--- config.mk ---
export PLATFORM = sky130hd
export DESIGN_NAME = min_max_normalize_12bit
export DESIGN_NICKNAME = d
export VERILOG_FILES = /design/src/hdl/mmn12_pkg.sv /design/src/hdl/min_max_normalize_12bit.sv
export SDC_FILE = /design/constraint.sdc
export NUM_CORES = 2
export LEC_CHECK = 0
export ABC_CLOCK_PERIOD_IN_PS = 13800
export BUFFER_PORTS_ARGS = -buffer_cell sky130_fd_sc_hd__buf_2
export CORE_MARGIN = 2
export CORE_UTILIZATION = 65
export CTS_CLUSTER_SIZE = 30
export DETAILED_ROUTE_END_ITERATION = 16
export GPL_ROUTABILITY_DRIVEN = 0
export PLACE_DENSITY_LB_ADDON = 0.2
export SYNTH_ARGS = -nofsm -noshare
export SYNTH_HDL_FRONTEND = slang
export SYNTH_SLANG_ARGS = --single-unit
--- constraint.sdc ---
create_clock -name clk -period 13.8 [get_ports clk]
set_input_delay 0.69 -clock clk [delete_from_list [all_inputs] [get_ports clk]]
set_output_delay 0.69 -clock clk [all_outputs]
set_load 0.005 [all_outputs]
--- src/hdl/mmn12_pkg.sv ---
// Package for the min-max normaliser: sizes, state encoding and datapath constants.
`timescale 1ns / 1ps

package mmn12_pkg;

    localparam int MAX_SAMPLES = 64;
    localparam int ADDR_W      = (MAX_SAMPLES > 1) ? $clog2(MAX_SAMPLES) : 1;
    localparam int COUNT_W     = $clog2(MAX_SAMPLES + 1);

    localparam int SAMPLE_W    = 32;
    localparam int LEVEL_W     = 12;
    localparam int OUT_DATA_W  = 16;
    localparam int NUM_W       = SAMPLE_W + LEVEL_W;
    localparam int STEP_W      = 4;

    localparam logic [STEP_W-1:0] LAST_STEP = STEP_W'(LEVEL_W - 1);

    typedef enum logic [4:0] {
        ST_LOAD = 5'b00001,
        ST_READ = 5'b00010,
        ST_PREP = 5'b00100,
        ST_DIV  = 5'b01000,
        ST_OUT  = 5'b10000
    } state_t;

endpackage

--- src/hdl/min_max_normalize_12bit.sv ---
// Min-max normaliser: stores a set of samples, then emits each scaled to 12 bits.
// Loading takes one cycle per sample word; the set is emitted after the word marked last
// or the word that fills the 64-entry store.
// Each result passes through store read, subtract and times-4095 prep, the 12-bit restoring
// divider producing one quotient bit per cycle, then the output state until the word is taken.
// A flat set (max equal to min) skips the divider.
// Reset clears count, running min/max and state; store contents stay undefined until written.
`timescale 1ns / 1ps

module min_max_normalize_12bit
(
    input  logic                              clk,
    input  logic                              rst_n,
    input  logic                              s_axis_tvalid,
    output logic                              s_axis_tready,
    input  logic [mmn12_pkg::SAMPLE_W-1:0]    s_axis_tdata,   // [31:0] sample
    input  logic                              s_axis_tlast,   // last_in
    output logic                              m_axis_tvalid,
    input  logic                              m_axis_tready,
    output logic [mmn12_pkg::OUT_DATA_W-1:0]  m_axis_tdata,   // [11:0] level, [15:12] zero
    output logic                              m_axis_tlast    // last_out
);

    import mmn12_pkg::*;

    logic [SAMPLE_W-1:0] store_mem [MAX_SAMPLES];

    state_t              state_reg, state_next;
    logic [COUNT_W-1:0]  count_reg, count_next;
    logic [SAMPLE_W-1:0] min_reg, min_next;
    logic [SAMPLE_W-1:0] max_reg, max_next;
    logic [ADDR_W-1:0]   idx_reg, idx_next;
    logic [SAMPLE_W-1:0] rd_data_reg;
    logic [SAMPLE_W-1:0] range_reg, range_next;
    logic [SAMPLE_W-1:0] rem_reg, rem_next;
    logic [LEVEL_W-1:0]  numlo_reg, numlo_next;
    logic [LEVEL_W-1:0]  quot_reg, quot_next;
    logic [STEP_W-1:0]   step_reg, step_next;

    logic                in_accept;
    logic                out_accept;
    logic                set_done;
    logic                last_word;
    logic [SAMPLE_W-1:0] diff;
    logic [NUM_W-1:0]    num;
    logic [SAMPLE_W:0]   trial;
    logic [SAMPLE_W:0]   trial_sub;

    assign in_accept  = s_axis_tvalid && s_axis_tready;
    assign out_accept = m_axis_tvalid && m_axis_tready;
    assign set_done   = s_axis_tlast || (count_reg == COUNT_W'(MAX_SAMPLES - 1));
    assign last_word  = ({1'b0, idx_reg} + COUNT_W'(1)) == count_reg;

    // x*4095 as (x << 12) - x
    assign diff      = rd_data_reg - min_reg;
    assign num       = {diff, {LEVEL_W{1'b0}}} - {{LEVEL_W{1'b0}}, diff};
    assign trial     = {rem_reg, numlo_reg[LEVEL_W-1]};
    assign trial_sub = trial - {1'b0, range_reg};

    assign s_axis_tready = (state_reg == ST_LOAD);
    assign m_axis_tvalid = (state_reg == ST_OUT);
    assign m_axis_tdata  = {{(OUT_DATA_W - LEVEL_W){1'b0}}, quot_reg};
    assign m_axis_tlast  = last_word;

    always_ff @(posedge clk)
    begin
        if (in_accept)
        begin
            store_mem[count_reg[ADDR_W-1:0]] <= s_axis_tdata;
        end
        if (state_reg == ST_READ)
        begin
            rd_data_reg <= store_mem[idx_reg];
        end
    end

    always_comb
    begin
        state_next = state_reg;
        count_next = count_reg;
        min_next   = min_reg;
        max_next   = max_reg;
        idx_next   = idx_reg;
        range_next = range_reg;
        rem_next   = rem_reg;
        numlo_next = numlo_reg;
        quot_next  = quot_reg;
        step_next  = step_reg;

        unique case (state_reg)
            ST_LOAD:
            begin
                if (in_accept)
                begin
                    count_next = count_reg + COUNT_W'(1);
                    if (s_axis_tdata < min_reg)
                    begin
                        min_next = s_axis_tdata;
                    end
                    if (s_axis_tdata > max_reg)
                    begin
                        max_next = s_axis_tdata;
                    end
                    if (set_done)
                    begin
                        idx_next   = '0;
                        state_next = ST_READ;
                    end
                end
            end
            ST_READ:
            begin
                state_next = ST_PREP;
            end
            ST_PREP:
            begin
                range_next = max_reg - min_reg;
                rem_next   = num[NUM_W-1:LEVEL_W];
                numlo_next = num[LEVEL_W-1:0];
                quot_next  = '0;
                step_next  = '0;
                // flat set: every level is zero
                if (max_reg <= min_reg)
                begin
                    state_next = ST_OUT;
                end
                else
                begin
                    state_next = ST_DIV;
                end
            end
            ST_DIV:
            begin
                if (!trial_sub[SAMPLE_W])
                begin
                    rem_next  = trial_sub[SAMPLE_W-1:0];
                    quot_next = {quot_reg[LEVEL_W-2:0], 1'b1};
                end
                else
                begin
                    rem_next  = trial[SAMPLE_W-1:0];
                    quot_next = {quot_reg[LEVEL_W-2:0], 1'b0};
                end
                numlo_next = {numlo_reg[LEVEL_W-2:0], 1'b0};
                step_next  = step_reg + STEP_W'(1);
                if (step_reg == LAST_STEP)
                begin
                    state_next = ST_OUT;
                end
            end
            ST_OUT:
            begin
                if (out_accept)
                begin
                    if (last_word)
                    begin
                        count_next = '0;
                        min_next   = '1;
                        max_next   = '0;
                        state_next = ST_LOAD;
                    end
                    else
                    begin
                        idx_next   = idx_reg + ADDR_W'(1);
                        state_next = ST_READ;
                    end
                end
            end
            default:
            begin
                state_next = ST_LOAD;
            end
        endcase
    end

    always_ff @(posedge clk or negedge rst_n)
    begin
        if (!rst_n)
        begin
            state_reg <= ST_LOAD;
            count_reg <= '0;
            min_reg   <= '1;
            max_reg   <= '0;
            idx_reg   <= '0;
            step_reg  <= '0;
        end
        else
        begin
            state_reg <= state_next;
            count_reg <= count_next;
            min_reg   <= min_next;
            max_reg   <= max_next;
            idx_reg   <= idx_next;
            step_reg  <= step_next;
        end
    end

    always_ff @(posedge clk)
    begin
        range_reg <= range_next;
        rem_reg   <= rem_next;
        numlo_reg <= numlo_next;
        quot_reg  <= quot_next;
    end

`ifndef NO_ASSERTIONS
    // store never overfills
    assert property (@(posedge clk) disable iff (!rst_n)
        count_reg <= COUNT_W'(MAX_SAMPLES))
        else $error("sample count beyond store depth");

    // final word taken clears the set
    assert property (@(posedge clk) disable iff (!rst_n)
        (out_accept && m_axis_tlast) |=> (count_reg == '0 && min_reg == '1 && max_reg == '0))
        else $error("set not cleared after final word");

    // partial remainder stays below the divisor
    assert property (@(posedge clk) disable iff (!rst_n)
        (state_reg == ST_DIV) |-> (rem_reg < range_reg))
        else $error("divider remainder out of range");

    // emission only with a non-empty set
    assert property (@(posedge clk) disable iff (!rst_n)
        m_axis_tvalid |-> (count_reg != '0))
        else $error("result word with empty set");
`endif

endmodule

==> results.md <==
* Outcome: finished, final reports clean
* Clk network pwr share at 0.298
* Switching fraction of total power at 0.311
* Data arrival time at the worst-slack endpoint at 7.22 ns
* Fraction of layout instances using a drive strength above 1 at 0.252
* Resize count post-CTS at 0
* Initial core utilization at 0.657
* Number of global-route vias before repair at 51100
* Maximum ir drop on the vdd rail at 0.000161 V
* Number of CTS-inserted buffers at 213
* Flip-flop cell with the highest count after synthesis: edfxtp_1
* Number of endpoints failing setup at the final stage at 0
* Hold Vio Cnt, Final at 0
* CTS tree: done
* Number of standard-cell rows in the floorplan at 139
* TritonCTS sink count at 2254
* Cell area after synthesis at 0.0945 mm2
* Die boundary height at 385 um
* Proportion of synthesized chip area in sequential cells at 0.712
* Routed WL per cell at 36.8 um
* Horizontal die dimension at 385 um
* Io pins at 56
* Endpoint required time on the critical path at 14.48 ns
* Most common cell after layout, fill and taps aside: edfxtp_1
* Placed wire-length estimate at 139000 um
* Reg clk slew, reported paths at 0.06 ns
* Slew Limit Headroom at 0.192
* Overall power after layout at 19.3 mW
* Skew-Pair Late Insertion Delay at 0.86 ns
* Max FFs per register at 2048
* Mux cell area share after synthesis at 0.169
* Nature of the critical path endpoint: flop
* Buffer and inverter count on the worst path at 2
* GRT Util Overall at 0.362
* # Max-Cap Violations at 0
* Sum Neg Setup Slack at 0 ns
* Kind of cell adding the most delay to the critical path: compound AO/OA/AOI/OAI gates
* H-Tree Depth at 4
* Measured slew at the worst slew-check pin at 1.21 ns
* Unique cell type count in the Yosys netlist at 92
* Int Power at 13.3 mW
* Ratio of total power to cell area at 184 mW/mm2
* Post-Synth Simple-Gate Area at 0.0337
* Share of flip-flops with an asynchronous set or reset at 0.0382
* Number of warnings printed during yosys synthesis at 0
* Share of the clock period used by the worst path at 0.474
* Pin count of the biggest net entering global routing at 159
* Sequential group share of total power at 0.423
* Peak per-stage delay on the critical path at 0.58 ns
* Combinational Power Share at 0.278
* Dominant combinational cell family by area after synthesis: multiplexers
* Biggest area consumer among synthesized cells: edfxtp_1
* Fillers at 8085
* Number of nets in the final layout at 5258
* DIE AREA at 0.149 mm2
* Fraction of synthesized cell area taken by the top area cell type at 0.689
* Detailed router's first-iteration violation count at 7940
* Cell Chain, Critical Path: ha_1 > inv_1 > fa_1 > a21o_1 > a221oi_4 > o21ai_1 > a21o_1 > a21o_1 > xor2_1 > inv_1 > ha_1 > and4b_1 > o211ai_1 > o211ai_1 > a311oi_2 > or4_1 > a31oi_1 > a211oi_1 > nor4_1 > or2_1 > a41o_1 > or4_1 > a31oi_1
* Critical-path top delay cell: dfstp_2
* Residual DRC at 0
* Compound-cell area share of the yosys netlist at 0.0344
* Fraction of the core area covered by cells at the end of the flow at 0.727
* Leak Pwr at 33.5 nW
* Pre-Repair DR Iteration Count at 6
* Number of instances in the synthesized netlist at 4848
* Xor and xnor fraction of the mapped netlist area at 0.0118
* Setup repair after global routing missed its margin: no
* Adder and majority gate portion of the synthesized area at 0.0245
* Maximum fanout count along the critical path at 10
* Count of input and output buffers at 51
* DRT antenna net count at 0
* Setup slack after layout at 7.26 ns
* Net Sw Power at 6.00 mW
* Buffer cell driving the clock tree root: clkbuf_16
* CP dominant cell by count: a21o_1
* Antenna violations before repair at 19
* DR vias/cell at 7.17
* Category of the critical setup timing path: reg -> reg
* Leading cell types in the layout, fill and taps excluded: edfxtp_1 (2168), mux4_2 (660), clkbuf_16 (214), ha_1 (177), nor2_1 (154)
* DRT Wirelength at 263000 um
* EDFF count, synth at 2168
* Area of the core at 0.144 mm2
* Worst hold-check path type: in -> reg
* Max Clock Freq at 153 MHz
* Clock Path Buffers at 3
* Via count at 51100
* Relative area change from synthesis to final layout at 10.8%
* Number of setup buffers added after CTS at 0
* Post-synthesis register bit count at 2254
* Largest cells by area after synthesis: edfxtp_1 (69%), mux4_2 (16%), ha_1 (2.3%), dfrtp_1 (1.4%), mux2i_1 (0.95%)
* Post-placement worst setup slack at 7.43 ns
* First-pass GRT wire length at 373000 um
* Critical path launch point type: flop
* Average instance area after synthesis at 19.5 um2
* Final Slew Violations at 0
* Fin crit period at 6.54 ns
* Worst clock skew on the final layout at 0.0438 ns
* Congestion Overflow GR at 0
==> synth_stat cells (all sizes together), types with 7 or more instances <==
master,count
a21o,59
clkbuf,147
nor3b,10
a21boi,11
edfxtp,2168
nand4,27
xor2,34
or4,7
buf,70
or2,10
nand3,41
o31a,7
mux4,660
o21a,18
and3,15
dfstp,33
a211oi,18
or3,17
ha,177
o211ai,16
o31ai,12
nor3,24
nand3b,7
inv,152
nor4,11
o21bai,13
nand2,150
nor2,218
and2,26
a31oi,15
a21oi,142
xnor2,80
nor2b,39
o21ai,132
dfrtp,53
mux2i,90
mux2,17
nand2b,31
==> area by class of cell <==
class                      instances  area [um2]  area share
sequential                      2254       67300       0.643
clock inverter                   142        1250      0.0119
multi-input combinational       2228       26300       0.252
clock buffer                     254        5520      0.0527
inverter                         152         571     0.00545
antenna                           12        30.0    0.000287
tap                             1903        2380      0.0227
timing repair buffer             192        1340      0.0128
==> power groups by stage <==
stage	Sequential (mW)	Combinational [mW]	Clock, mW
CTS	8.14	5.23	5.79
detailed placement	8.28	5.18	0
floorplan	8.20	3.85	0
global route	8.16	5.83	6.02
finish	8.15	5.36	5.75
global placement	8.27	5.09	0
==> final timing paths <==
path | slack, ns | startpoint | depth (start not counted) | endpoint
worst min register to register | 0.50 | step_reg[3]$_DFFE_PN0P_ | 1 | step_reg[3]$_DFFE_PN0P_
worst min-delay path | 0.22 | m_axis_tready | 2 | state_reg[0]$_DFFE_PN1P_
worst max-delay path | 7.26 | min_reg[0]$_DFFE_PN1P_ | 23 | rem_reg[28]$_DFFE_PP_
max in group asynchronous | 12.09 | rst_n | 3 | max_reg[28]$_DFFE_PN0P_
min in group asynchronous | 0.55 | rst_n | 2 | max_reg[0]$_DFFE_PN0P_
worst max register to register | 7.26 | min_reg[0]$_DFFE_PN1P_ | 23 | rem_reg[28]$_DFFE_PP_
==> worst reg2reg max path: cells and delay by family (launching register included) <==
kind	cells	cell delay, ns
AO/OA/AOI/OAI	12	3.00
adder cells (fa/ha/maj)	3	0.96
buffers and inverters	2	0.15
AND/OR/NAND/NOR	5	1.41
XOR/XNOR	1	0.30
flip-flops	1	0.58
==> metrics by stage <==
stage          instances  instance area, um2  hold slack, ns
3_3_place_gp        6728               98000           0.480
3_5_place_dp        6728               98000           0.489
2_1_floorplan       4851               94600           0.394
4_1_cts             7125              105000           0.167
5_1_grt             7128              105000           0.189
6_report            7137              105000           0.216
==> metal layers <==
metal,part of all wire,global-route usage,wire (um)
met1,0.35,0.496,92600
met2,0.48,0.565,125000
met3,0.12,0.0815,30800
met4,0.054,0.170,14100
met5,0.00023,0,61
==> kinds of logic after synthesis <==
| family | after synthesis |
|---|---|
| fa+ha+maj | 184 |
| xor+xnor | 119 |
| simple gates | 653 |
| flops | 2254 |
| buf+inv | 369 |
| mux | 767 |
| other cells | 1 |
| compound gates | 501 |
==> timing repair <==
item,in CTS,in global routing
hold endpoints to repair,24,0
endpoints found under the setup margin,0,0
hold buffers,1,0
Power figures use the tool's default switching activity.
